## src/hdl/lds_pkg.sv

```systemverilog
// Shared constants and codes for the diffuse shading pipeline.
// No dependencies; used by every other file through scoped names.
package lds_pkg;

    localparam int COLOR_W   = 9;
    localparam int PIX_W     = 8;
    localparam int NUM_CH    = 3;
    localparam int CH_W      = NUM_CH * COLOR_W;
    // Side band: {zero, negative, ambient[3], diffuse[3]}, red in the low slot.
    localparam int SIDE_W    = 2 + 2 * CH_W;
    localparam int SIDE_ZERO = SIDE_W - 1;
    localparam int SIDE_NEG  = SIDE_W - 2;
    localparam int CFG_IDX_W = 2;

    localparam logic [PIX_W-1:0] PIX_MAX = 8'd255;

    typedef enum logic [CFG_IDX_W-1:0] {
        REG_LIGHT_X = 2'd0,
        REG_LIGHT_Y = 2'd1,
        REG_LIGHT_Z = 2'd2
    } t_cfg_reg;

endpackage

```

## src/hdl/lds_shade.sv

```systemverilog
// One colour channel: ambient + diffuse * cosine, truncate, clamp to 0..255.
// Uses lds_pkg for colour and pixel widths.
module lds_shade #(
    parameter int FB = 15
) (
    input  logic                         i_clk,
    input  logic signed [FB+1:0]         i_cos,
    input  logic [lds_pkg::COLOR_W-1:0]  i_amb,
    input  logic [lds_pkg::COLOR_W-1:0]  i_dif,
    output logic [lds_pkg::PIX_W-1:0]    o_pix
);

    localparam int NW = lds_pkg::COLOR_W + FB + 3;
    localparam int QW = NW - FB;

    logic signed [NW-1:0]        n_num;
    logic [QW-1:0]               n_q;
    logic [lds_pkg::PIX_W-1:0]   n_pix;
    logic [lds_pkg::PIX_W-1:0]   r_pix;

    always_comb begin
        n_num = $signed(NW'({i_amb, {FB{1'b0}}}))
              + NW'($signed({1'b0, i_dif}) * i_cos);
        n_q   = n_num[NW-1:FB];
        // the sum is truncated toward minus infinity; a negative sum clamps to 0
        if (n_num[NW-1]) begin
            n_pix = '0;
        end else if (n_q > QW'(lds_pkg::PIX_MAX)) begin
            n_pix = lds_pkg::PIX_MAX;
        end else begin
            n_pix = n_q[lds_pkg::PIX_W-1:0];
        end
    end

    always_ff @(posedge i_clk) begin
        r_pix <= n_pix;
    end

    assign o_pix = r_pix;

endmodule
```

## config.mk

```make
export PLATFORM = sky130hd
export DESIGN_NAME = lds_shade
export DESIGN_NICKNAME = d
export VERILOG_FILES = /design/src/hdl/lds_pkg.sv /design/src/hdl/lds_shade.sv
export SDC_FILE = /design/constraint.sdc
export NUM_CORES = 1
export LEC_CHECK = 0
export ABC_CLOCK_PERIOD_IN_PS = 10000
export BUFFER_PORTS_ARGS = -buffer_cell sky130_fd_sc_hd__buf_4
export CELL_PAD_IN_SITES_DETAIL_PLACEMENT = 1
export CELL_PAD_IN_SITES_GLOBAL_PLACEMENT = 1
export CORE_ASPECT_RATIO = 1.25
export CORE_MARGIN = 10
export CORE_UTILIZATION = 53
export CTS_CLUSTER_SIZE = 8
export DETAILED_ROUTE_END_ITERATION = 16
export HOLD_SLACK_MARGIN = 0.08
export PLACE_DENSITY_LB_ADDON = 0.1
export SYNTH_ARGS = -nofsm -noshare
export SYNTH_HDL_FRONTEND = slang
export SYNTH_SLANG_ARGS = --single-unit
```

## constraint.sdc

```tcl
create_clock -name i_clk -period 10 [get_ports i_clk]
set_input_delay 1.5 -clock i_clk [delete_from_list [all_inputs] [get_ports i_clk]]
set_output_delay 1.5 -clock i_clk [all_outputs]
set_load 0.01 [all_outputs]
```

==> reports/qor.csv <==
metric,value,unit
grt_pass1_vias,5347,
largest_reg_flops,8,
antenna_found_initial,0,
gp_congestion,0.858,
post-route-min-period,6.61,ns
via_count,4413,
fp.dieH,139,µm
synth_flop_cell,dfxtp_1,
synth_fp_nets,923,
max_stage_delay,0.56,ns
holdPathStages,1,
numCtsBuffers,3,
cp_slowest_cell,xnor2_1,
critical_path_arrival,6.78,ns
syn-instance-count,681,
start_util,0.540,
cp-startpoint,i_dif[6],
numPortBuffers,43,
drtIter0Drc,172,
yosysWarnings,0,
post_drt_wl_per_cell,18.3,µm
path_delay_family,adder cells,
grt_pass1_wl,26000,µm
cts_tree,done,
cp-end-kind,flip-flop,
area_delta_synth_final,7.82,%
synth_seq_area_share,0.0268,
crit_top_cell,fa_1,
antenna_cells,0,
syn-mean-instance-area,8.78,µm²
core,11100,µm²
die_area,16000,µm²
drive_gt1_frac,0.0842,
dp_cells,833,
total_power,2.22,mW
postCtsSetupBuffers,0,
relSlewSlack,0.537,
synth_cell_types,32,
overflow,0,
cts_root_buffer,clkbuf_16,
final_cells,836,
hold_path_startpoint,o_pix[0]$_SDFF_PP0_,
path_cells,"buf_4, and2_1, fa_1, inv_1, fa_1, inv_1, fa_1, fa_1, inv_1, fa_1, inv_1, ha_1, o21ai_0, a21oi_1, a21oi_1, o21ai_2, nand2_1, o21ai_1, a21oi_1, xnor2_1, o21a_1",
wirelength,15300,µm
final.setup.tns,0,ns
setup_viol,0,
async_flop_share,0,
synth-seq-cells,8,
max_clock_freq,151,MHz
cts_buffer_depth,2,
grt_start_max_net_pins,18,
io_pins,44,
postCtsHoldBufs,0,
drtPass1Iterations,4,
via_per_inst,5.28,
period_share,0.661,
hpwl,13600,µm
crit_buf_inv,5,
tightestPinTransition,0.689,ns
finalHoldViolations,0,
outcome,completed,
postCtsResizedCells,0,
power_density,344,nW/µm²
syn-cell-area,5980,µm²
worst-path-stages,21,
cts_htree_levels,1,
maxCapViolations,0,
leakage,3.50,nW
ant_nets,0,
whs,2.14,ns
drv_slew,0,
die_x,115,µm
rsz0062_at_grt,false,
max-vdd-ir-drop,0.514,mV
cp-start-kind,primary input,
crit_type,in2reg,
fin_nets,945,
synth_edf_count,0,
cts_sinks,8,
clk_pin_slew_worst_paths,0.04,ns
hold_path_class,reg2out,
worst-path-max-fanout,17,
critPathRequiredTime,10.17,ns
grtUsageTotal,0.203,
remaining_drc_errors,0,
rows,43,
[metal layers]
metal	vias up	share of wire	GRT usage
met5	-	0	0
met4	0	0.040	0.0764
met3	41	0.015	0.0104
met2	71	0.61	0.405
met1	2276	0.33	0.207
li1	2025	-	-
[where the power goes]
group	switching [mW]	leakage (nW)	internal, mW
Clock	0.0146	0.0370	0.0514
Sequential	0.00599	0.0675	0.0675
Combinational	1.21	3.40	0.868
Total	1.23	3.50	0.987
[cell usage after synthesis, types with 2 or more instances]
library cell    n  area [µm²]
nor2_1          5        18.8
o21a_1         10        75.1
xnor2_1        11        96.3
a21oi_1        18        90.1
clkbuf_1       25        93.8
fa_1          137        2740
nand2_1       105         394
xor2_1          5        43.8
ha_1           69         863
nand4_1         5        31.3
and2_1         54         338
inv_1         188         706
o21ai_1         3        15.0
a21o_1          2        15.0
and2_2          5        37.5
o21bai_1        2        15.0
o21ai_0         8        40.0
nand3_1         5        25.0
a211oi_1        3        22.5
o21ai_2         2        17.5
dfxtp_1         8         160
[cell usage in the layout, fill, tap and decap left out, drive strengths merged, types with 2 or more instances in the layout]
| cell | n |
|---|---|
| nand2 | 105 |
| o21ai | 13 |
| o21bai | 2 |
| xor2 | 5 |
| and2 | 59 |
| a21o | 2 |
| nand3 | 5 |
| nor3 | 2 |
| o21a | 10 |
| buf | 43 |
| a21oi | 18 |
| a211oi | 3 |
| clkbuf | 3 |
| inv | 188 |
| xnor2 | 11 |
| fa | 137 |
| nor2 | 5 |
| nand4 | 5 |
| dfxtp | 8 |
| ha | 69 |
[final timing paths]
kind  slack (ns)                  end
max         3.39  o_pix[6]$_SDFF_PP0_
min         2.14             o_pix[0]
[logic make-up (layout without fill, tap and decap cells)]
logic type,Yosys count,after routing,synth area share
simple gates,182,182,0.146
flops,8,8,0.0268
compound gates,55,55,0.0667
buf+inv,214,234,0.135
xor+xnor,16,16,0.0234
fa+ha+maj,206,206,0.603
[stage by stage]
stage / cell area (µm²) / util / setup slack [ns]
5_1_grt: 6450 / 0.582 / 3.05
2_1_floorplan: 5980 / - / 3.33
4_1_cts: 6450 / 0.582 / 3.37
3_5_place_dp: 6370 / 0.575 / 3.16
3_3_place_gp: 6370 / 0.575 / 3.34
6_report: 6450 / 0.582 / 3.39
[layout make-up]
type,count,area [µm²]
clock buffers,3,75.1
fillers,1315,4630
inverters,188,706
multi-input cells,459,5020
flip-flops and latches,8,160
well taps,135,169
repair buffers,43,323
Power figures use the tool's default switching activity.
