`config.mk`:
```
export PLATFORM = sky130hd
export DESIGN_NAME = lds_root_cell
export DESIGN_NICKNAME = d
export VERILOG_FILES = /design/src/hdl/lds_pkg.sv /design/src/hdl/lds_root_cell.sv
export SDC_FILE = /design/constraint.sdc
export NUM_CORES = 1
export LEC_CHECK = 0
export ABC_AREA = 0
export BUFFER_PORTS_ARGS = -buffer_cell sky130_fd_sc_hd__buf_2
export CORE_AREA = 2 2 344 346
export CTS_BUF_LIST = sky130_fd_sc_hd__clkbuf_16
export DETAILED_ROUTE_END_ITERATION = 16
export DIE_AREA = 0 0 346 348
export GPL_ROUTABILITY_DRIVEN = 0
export SYNTH_ARGS = -nofsm -noshare
export SYNTH_HDL_FRONTEND = slang
export SYNTH_SLANG_ARGS = --single-unit
```
`constraint.sdc`:
```
create_clock -name i_clk -period 7.05 [get_ports i_clk]
set_input_delay 1.41 -clock i_clk [delete_from_list [all_inputs] [get_ports i_clk]]
set_output_delay 1.41 -clock i_clk [all_outputs]
set_load 0.1 [all_outputs]
```
`src/hdl/lds_pkg.sv`:
```
// Shared constants and codes for the diffuse shading pipeline.
// No dependencies; used by every other file through scoped names.
package lds_pkg;

    localparam int COLOR_W   = 9;
    localparam int PIX_W     = 8;
    localparam int NUM_CH    = 3;
    localparam int CH_W      = NUM_CH * COLOR_W;
    // Side band: {zero, negative, ambient[3], diffuse[3]}, red in the low slot.
    localparam int SIDE_W    = 2 + 2 * CH_W;
    localparam int SIDE_ZERO = SIDE_W - 1;
    localparam int SIDE_NEG  = SIDE_W - 2;
    localparam int CFG_IDX_W = 2;

    localparam logic [PIX_W-1:0] PIX_MAX = 8'd255;

    typedef enum logic [CFG_IDX_W-1:0] {
        REG_LIGHT_X = 2'd0,
        REG_LIGHT_Y = 2'd1,
        REG_LIGHT_Z = 2'd2
    } t_cfg_reg;

endpackage

```
`src/hdl/lds_root_cell.sv`:
```
// One cell of the cosine chain: settles one bit of the quotient-root
// c = floor(2^FB * |dot| / sqrt(P)) by add, compare and subtract. Uses lds_pkg.
module lds_root_cell #(
    parameter int PW  = 104,
    parameter int RW  = 137,
    parameter int FB  = 15,
    parameter int BIT = 0
) (
    input  logic                       i_clk,
    input  logic                       i_rst_n,
    input  logic                       i_valid,
    input  logic [RW-1:0]              i_r,
    input  logic [PW+FB:0]             i_b,
    input  logic [PW-1:0]              i_p,
    input  logic [FB:0]                i_c,
    input  logic [lds_pkg::SIDE_W-1:0] i_side,
    output logic                       o_valid,
    output logic [RW-1:0]              o_r,
    output logic [PW+FB:0]             o_b,
    output logic [PW-1:0]              o_p,
    output logic [FB:0]                o_c,
    output logic [lds_pkg::SIDE_W-1:0] o_side
);

    localparam int BW = PW + FB + 1;

    logic                       r_valid;
    logic [RW-1:0]              r_r;
    logic [BW-1:0]              r_b;
    logic [PW-1:0]              r_p;
    logic [FB:0]                r_c;
    logic [lds_pkg::SIDE_W-1:0] r_side;

    logic [RW-1:0] n_x;
    logic          n_take;

    // (c + 2^BIT)^2 * P - c^2 * P = 2^(BIT+1) * cP + 2^(2*BIT) * P
    always_comb begin
        n_x    = (RW'(i_b) << (BIT + 1)) + (RW'(i_p) << (2 * BIT));
        n_take = (i_r >= n_x);
    end

    always_ff @(posedge i_clk) begin
        if (!i_rst_n) begin
            r_valid <= 1'b0;
        end else begin
            r_valid <= i_valid;
        end
    end

    always_ff @(posedge i_clk) begin
        r_r    <= n_take ? (i_r - n_x) : i_r;
        r_b    <= n_take ? (i_b + (BW'(i_p) << BIT)) : i_b;
        r_c    <= i_c | ((FB+1)'(n_take) << BIT);
        r_p    <= i_p;
        r_side <= i_side;
    end

    assign o_valid = r_valid;
    assign o_r     = r_r;
    assign o_b     = r_b;
    assign o_p     = r_p;
    assign o_c     = r_c;
    assign o_side  = r_side;

endmodule

```
==> impl_metrics.xml, run 1 <==
<?xml version="1.0" encoding="UTF-8"?>
<metrics>
  <group name="logic_synthesis">
    <metric name="synth_async_sr_flop_share" unit="%">0</metric>
    <metric name="avgSynthCellArea" unit="sq um">7.53</metric>
    <metric name="leading_post_synthesis_cells_by_cell_area" unit="">dfxtp_1 26%, ha_1 12%, a21oi_1 7.4%</metric>
    <metric name="netlist.top_cell.by_area" unit="">dfxtp_1</metric>
    <metric name="yosys_most_used_dff" unit="">dfxtp_1</metric>
    <metric name="ys_ff_latch" unit="">434</metric>
    <metric name="synth_top_cell_area_share" unit="%">26.1</metric>
    <metric name="synth.area.mux_share" unit="%">0.237</metric>
    <metric name="ys_warn_count" unit="">0</metric>
    <metric name="synth_xor_xnor_area_share" unit="%">9.42</metric>
    <metric name="netlist_area" unit="sq mm">0.0333</metric>
    <metric name="synth-compound-area-share" unit="%">28.4</metric>
    <metric name="synth_cell_type_count" unit="">86</metric>
    <metric name="synth_top_family_by_area" unit="">compound AO/OA/AOI/OAI gates</metric>
    <metric name="area_fraction_in_and_or_nand_and_nor_cells_after_synthesis" unit="%">19.2</metric>
    <metric name="syn_nets" unit="">5189</metric>
    <metric name="seq_area_frac_synth" unit="%">26.1</metric>
    <metric name="synth-adder-area-share" unit="%">12.5</metric>
    <metric name="syn-instance-count" unit="">4421</metric>
    <metric name="number_of_flops_mapped_to_enable_cells_by_yosys" unit="">0</metric>
  </group>
  <group name="clocking">
    <metric name="cts-htree-levels" unit="">2</metric>
    <metric name="clock_tree_buf_depth" unit="">3</metric>
    <metric name="numCtsBuffers" unit="">56</metric>
    <metric name="ctsRootBufferMaster" unit="">clkbuf_16</metric>
    <metric name="cts.sinks" unit="">434</metric>
    <metric name="tritoncts" unit="">built</metric>
    <metric name="cts.clk_slew.worst_paths" unit="ns">0.07</metric>
    <metric name="cts_hold_buffers" unit="">0</metric>
  </group>
  <group name="route">
    <metric name="via_count" unit="">40800</metric>
    <metric name="detail_route.vias_per_cell" unit="">5.20</metric>
    <metric name="total_length_of_routed_wires" unit="mm">166</metric>
    <metric name="remaining_drc_errors" unit="">0</metric>
    <metric name="drt-pass1-iter-count" unit="">6</metric>
    <metric name="routed_wire_length_per_instance" unit="microns">21.2</metric>
    <metric name="drt_first_iter_violations" unit="">3550</metric>
    <metric name="antenna_left" unit="">0</metric>
  </group>
  <group name="setup_path">
    <metric name="arrival" unit="ns">7.48</metric>
    <metric name="cpPeakStageDelay" unit="ns">0.49</metric>
    <metric name="path_buf_inv" unit="">5</metric>
    <metric name="worst_setup_path_startpoint" unit="">i_p[1]</metric>
    <metric name="critical_path_required" unit="ns">7.60</metric>
    <metric name="critical_path.slowest_cell" unit="">o41a_1</metric>
    <metric name="critical_path.endpoint_type" unit="">flop</metric>
    <metric name="worstSetupPathType" unit="">in2reg</metric>
    <metric name="endpoint" unit="">o_r[123]</metric>
    <metric name="worst-path-stages" unit="">29</metric>
    <metric name="worstSetupStartpointType" unit="">primary input</metric>
    <metric name="critical-path-top-delay-family" unit="">compound AO/OA/AOI/OAI gates</metric>
    <metric name="crit_path_max_fanout" unit="">4</metric>
    <metric name="cp_common_cell" unit="">buf_4</metric>
  </group>
  <group name="die">
    <metric name="number_of_primary_i_o_pins" unit="">870</metric>
    <metric name="die-area" unit="sq mm">0.120</metric>
    <metric name="fp.dieH" unit="microns">348</metric>
    <metric name="core" unit="sq mm">0.117</metric>
    <metric name="chipWidth" unit="microns">346</metric>
    <metric name="initial_utilization" unit="%">28.5</metric>
    <metric name="std_cell_rows" unit="">126</metric>
  </group>
  <group name="timing">
    <metric name="maxSlewViolCount" unit="">0</metric>
    <metric name="max_slew.worst_pin.slew" unit="ns">1.18</metric>
    <metric name="totalNegativeSetupSlack" unit="ns">0</metric>
    <metric name="max-slew-margin-rel" unit="%">21.0</metric>
    <metric name="timing.final.crit_share" unit="%">98.3</metric>
    <metric name="timing.final.crit_period" unit="ns">6.93</metric>
    <metric name="fmax" unit="GHz">0.144</metric>
    <metric name="setup-violations-final" unit="">0</metric>
    <metric name="hold_viol" unit="">0</metric>
  </group>
  <group name="grt">
    <metric name="grt_pass1_vias" unit="">39120</metric>
    <metric name="antenna_violations_before_repair" unit="">50</metric>
    <metric name="grt-ovfl-total" unit="">0</metric>
    <metric name="global_route_wire_length_before_repair" unit="mm">240</metric>
    <metric name="grt.total_usage" unit="%">26.1</metric>
    <metric name="grt_max_degree" unit="">66</metric>
  </group>
  <group name="finish">
    <metric name="layout_common_cells" unit="">1,102 x buf_4, 868 x buf_2, 577 x nand2_1</metric>
    <metric name="layout.filler_cells" unit="">11967</metric>
    <metric name="design_area" unit="sq mm">0.0495</metric>
    <metric name="layout-drive-gt1-share" unit="%">35.0</metric>
    <metric name="finalNonFillerCells" unit="">7845</metric>
    <metric name="final_design_utilization" unit="%">42.4</metric>
    <metric name="nets" unit="">7002</metric>
    <metric name="synthToLayoutAreaGrowth" unit="%">48.8</metric>
    <metric name="commonest_non_fill_non_tap_cell_in_the_layout" unit="">buf_4</metric>
  </group>
  <group name="run">
    <metric name="maxCapViolations" unit="">0</metric>
  </group>
  <group name="pwr">
    <metric name="power.leakage" unit="nW">23.2</metric>
    <metric name="power.switching_fraction" unit="%">53.7</metric>
    <metric name="p_switching" unit="mW">8.79</metric>
    <metric name="internal-power" unit="mW">7.58</metric>
    <metric name="finalPower" unit="mW">16.4</metric>
    <metric name="irDropWorstVdd" unit="uV">360</metric>
    <metric name="power.density" unit="mW/mm^2">330</metric>
    <metric name="share_comb_of_total_power" unit="%">62.2</metric>
    <metric name="proportion_of_power_drawn_by_flip_flops_and_latches" unit="%">19.8</metric>
    <metric name="part_of_the_total_power_dissipated_in_the_clock_network" unit="%">18.0</metric>
  </group>
  <group name="placed_design">
    <metric name="dp_cells" unit="">7698</metric>
    <metric name="hpwl" unit="mm">142</metric>
    <metric name="port-buffer-count" unit="">869</metric>
    <metric name="placed_area" unit="sq mm">0.0470</metric>
  </group>
  <group name="hold_path">
    <metric name="hold_path_class" unit="">in2reg</metric>
    <metric name="min_path_cells" unit="">1</metric>
  </group>
  <group name="status">
    <metric name="outcome" unit="">complete, no violations</metric>
  </group>
</metrics>
layer usage:
| layer | GRT usage, % | vias to the layer above | part of all wire [%] |
|---|---|---|---|
| li1 | - | 19684 | - |
| met1 | 33.0 | 18917 | 43 |
| met2 | 41.8 | 1713 | 44 |
| met3 | 5.78 | 452 | 7.8 |
| met4 | 12.6 | 34 | 5.5 |
| met5 | 0 | - | 0.12 |
flip-flops by register name (all words and copies together) (netlist names):
name,count
o_r,137
o_b,120
o_p,104
o_side,56
o_c,16
o_valid,1
metrics by stage:
step / setup slack (ns) / hold slack, ns
6_report: 0.117 / 0.830
3_5_place_dp: -0.976 / 1.51
2_1_floorplan: 0.0142 / 1.44
5_1_grt: -0.0599 / 0.804
4_1_cts: 0.00662 / 0.779
3_3_place_gp: -0.894 / 1.51
logic make-up after synthesis:
family,Yosys count
AO/OA/AOI/OAI,1565
AND/OR/NAND/NOR,1375
flip-flops,434
XOR/XNOR,358
buffers and inverters,350
adder cells (fa/ha/maj),332
multiplexers,7
synth_stat cells (all sizes together), types with 8 or more instances:
library cell / instances
a211oi: 35
a21boi: 28
a21o: 161
a21oi: 494
a221oi: 17
a311oi: 9
a31oi: 31
and2: 11
and3: 25
and4: 12
buf: 25
clkbuf: 201
dfxtp: 434
ha: 329
inv: 124
nand2: 578
nand2b: 34
nand3: 53
nand4: 157
nor2: 280
nor2b: 32
nor3: 80
nor3b: 10
nor4: 33
o211ai: 17
o21a: 38
o21ai: 497
o21bai: 106
o311ai: 8
o31ai: 37
or2: 23
or3: 32
xnor2: 200
xor2: 158
how the worst min path moves through the flow:
stage,from,to
detailed placement,i_c[2],o_c[2]
global placement,i_side[11],o_side[11]
CTS,i_c[5],o_c[5]
floorplan,i_c[10],o_c[10]
finish,i_c[5],o_c[5]
global route,i_c[5],o_c[5]
area by class of cell:
| class | count | area, sq um | area share, % |
|---|---|---|---|
| clock inverter | 50 | 454 | 0.917 |
| inverter | 124 | 465 | 0.939 |
| clock buffer | 56 | 1400 | 2.83 |
| multi-input combinational | 3637 | 23700 | 47.9 |
| tap | 1536 | 1920 | 3.88 |
| sequential | 434 | 8690 | 17.5 |
| timing repair buffer | 1981 | 12800 | 25.9 |
| antenna | 27 | 67.6 | 0.136 |
power by group through the flow:
| stage | registers, mW | logic (mW) | clock network [mW] |
|---|---|---|---|
| detailed placement | 3.29 | 10.0 | 0 |
| global route | 3.27 | 10.7 | 3.12 |
| global placement | 3.29 | 9.96 | 0 |
| floorplan | 7.18 | 2.73 | 0 |
| finish | 3.24 | 10.2 | 2.95 |
| CTS | 3.24 | 10.1 | 3.03 |
repair_timing:
| item | 4_1_cts | 5_1_grt |
|---|---|---|
| setup buffers | 4 | 9 |
| gates resized for setup | 22 | 84 |
| gates cloned | 1 | 0 |
| pin swaps | 6 | 38 |
| setup endpoints to repair | 242 | 254 |
No activity file was read; power rests on OpenSTA's default activity.
==> inputs of run 2 (changes only) <==
Settings changed: PLACE_DENSITY set to 0.49.
==> run 2 against run 1 <==
  * Total power about the same
  * Flip-flop and latch count did not move
  * Setup slack gained 0.081 ns
  * Routed wire length shrank 0.36%
  * Maximum frequency is 1.2% higher
  * Core utilization increased by 0.34 points
  * Via count down 1.9%
  * Critical path type unchanged
  * Sequential power barely moved
  * Clock power shrank 3%
  * Count of clock-buffer cells in the layout fell by 1
==> impl_metrics.xml, run 2 (synthesis results as in run 1) <==
<?xml version="1.0" encoding="UTF-8"?>
<metrics>
  <group name="finish">
    <metric name="synthToLayoutAreaGrowth" unit="%">50.0</metric>
    <metric name="commonest_non_fill_non_tap_cell_in_the_layout" unit="">buf_4</metric>
    <metric name="layout-drive-gt1-share" unit="%">35.4</metric>
    <metric name="layout_common_cells" unit="">1,131 x buf_4, 867 x buf_2, 577 x nand2_1</metric>
    <metric name="layout.filler_cells" unit="">12307</metric>
    <metric name="nets" unit="">7037</metric>
    <metric name="max_ffs_per_register" unit="">137</metric>
  </group>
  <group name="route">
    <metric name="detail_route.vias_per_cell" unit="">5.08</metric>
    <metric name="drt_first_iter_violations" unit="">2952</metric>
    <metric name="drt-pass1-iter-count" unit="">7</metric>
    <metric name="total_length_of_routed_wires" unit="mm">166</metric>
    <metric name="antenna_left" unit="">0</metric>
    <metric name="remaining_drc_errors" unit="">0</metric>
    <metric name="via_count" unit="">40043</metric>
    <metric name="routed_wire_length_per_instance" unit="microns">21.0</metric>
  </group>
  <group name="clocking">
    <metric name="numCtsBuffers" unit="">54</metric>
    <metric name="clock_tree_buf_depth" unit="">3</metric>
    <metric name="cts-htree-levels" unit="">2</metric>
    <metric name="cts.clk_slew.worst_paths" unit="ns">0.06</metric>
    <metric name="tritoncts" unit="">built</metric>
    <metric name="ctsRootBufferMaster" unit="">clkbuf_16</metric>
    <metric name="cts.sinks" unit="">434</metric>
  </group>
  <group name="timing">
    <metric name="max_slew.worst_pin.slew" unit="ns">0.835</metric>
    <metric name="timing.final.crit_period" unit="ns">6.85</metric>
    <metric name="maxSlewViolCount" unit="">0</metric>
    <metric name="totalNegativeSetupSlack" unit="ns">0</metric>
    <metric name="hold_viol" unit="">0</metric>
    <metric name="fmax" unit="GHz">0.146</metric>
    <metric name="timing.final.crit_share" unit="%">97.2</metric>
    <metric name="worst_hold_slack" unit="ns">0.854</metric>
    <metric name="setup-violations-final" unit="">0</metric>
    <metric name="max-slew-margin-rel" unit="%">43.8</metric>
  </group>
  <group name="die">
    <metric name="std_cell_rows" unit="">126</metric>
    <metric name="die-area" unit="sq mm">0.120</metric>
    <metric name="chipWidth" unit="microns">346</metric>
    <metric name="core" unit="sq mm">0.117</metric>
    <metric name="number_of_primary_i_o_pins" unit="">870</metric>
    <metric name="initial_utilization" unit="%">28.5</metric>
    <metric name="fp.dieH" unit="microns">348</metric>
  </group>
  <group name="grt">
    <metric name="antenna_violations_before_repair" unit="">57</metric>
    <metric name="global_route_wire_length_before_repair" unit="mm">239</metric>
    <metric name="grt-ovfl-total" unit="">0</metric>
    <metric name="grt_max_degree" unit="">46</metric>
    <metric name="grt.total_usage" unit="%">26.1</metric>
    <metric name="grt_pass1_vias" unit="">38275</metric>
  </group>
  <group name="pwr">
    <metric name="power.leakage" unit="nW">23.4</metric>
    <metric name="irDropWorstVdd" unit="uV">269</metric>
    <metric name="power.density" unit="mW/mm^2">328</metric>
  </group>
  <group name="setup_path">
    <metric name="worstSetupStartpointType" unit="">primary input</metric>
    <metric name="critical_path.endpoint_type" unit="">flop</metric>
    <metric name="critical_path_required" unit="ns">7.58</metric>
    <metric name="critical_path.slowest_cell" unit="">o41a_1</metric>
    <metric name="worstSetupPathType" unit="">in2reg</metric>
    <metric name="cpPeakStageDelay" unit="ns">0.49</metric>
    <metric name="path_buf_inv" unit="">4</metric>
    <metric name="critical-path-top-delay-family" unit="">compound AO/OA/AOI/OAI gates</metric>
    <metric name="arrival" unit="ns">7.38</metric>
    <metric name="crit_path_max_fanout" unit="">5</metric>
  </group>
  <group name="placed_design">
    <metric name="port-buffer-count" unit="">869</metric>
    <metric name="hpwl" unit="mm">143</metric>
  </group>
  <group name="hold_path">
    <metric name="hold_path_class" unit="">in2reg</metric>
  </group>
  <group name="run">
    <metric name="maxCapViolations" unit="">0</metric>
  </group>
  <group name="status">
    <metric name="outcome" unit="">complete, no violations</metric>
  </group>
</metrics>
run 2: worst paths after layout:
| kind | startpoint | end | slack [ns] | cells after the start |
|---|---|---|---|---|
| setup / recovery | i_b[8] | o_r[131] | 0.20 | 27 |
| hold / removal | i_side[51] | o_side[51] | 0.85 | 1 |
run 2: cell type report:
class                   instances  area, sq um  share of cell area (%)
multi-input cells            3637        23800                    47.7
repair buffers               2018        13200                    26.4
flip-flops and latches        434         8690                    17.4
well taps                    1536         1920                    3.85
clock buffers                  55         1380                    2.76
inverters                     124          465                   0.932
clock inverters                44          400                   0.802
diodes                         30         75.1                   0.150
run 2: power by group:
group,switching [mW],total (mW),internal [mW]
clock,1.19,2.86,1.66
sequential,0.200,3.21,3.01
combinational,7.37,10.3,2.95
total,8.76,16.4,7.62
run 2: what timing repair did:
item	CTS	global route
pin swaps	24	65
hold buffers	0	0
resized for setup	37	96
gates cloned	3	0
setup endpoints to repair	230	257
buffers inserted	9	15
run 2: per-layer routing:
| metal | up-vias | global-route usage (%) | share of wire (%) |
|---|---|---|---|
| met1 | 18481 | 33.6 | 44 |
| met2 | 1466 | 42.3 | 45 |
| met3 | 315 | 5.37 | 7.1 |
| li1 | 19745 | - | - |
| met5 | - | 0 | 0.13 |
| met4 | 36 | 10.6 | 4.1 |
run 2: through the flow:
stage | setup WS [ns] | utilization, % | instances | area [sq um] | power (mW)
floorplan | 0.0142 | - | 4421 | 33300 | 9.91
global placement | -0.966 | 40.4 | 7727 | 47300 | 13.4
detailed placement | -1.07 | 40.4 | 7727 | 47300 | 13.4
CTS | 0.00885 | 42.2 | 7837 | 49400 | 16.4
global route | -0.0119 | 42.7 | 7870 | 49900 | 17.1
finish | 0.198 | 42.7 | 7878 | 49900 | 16.4
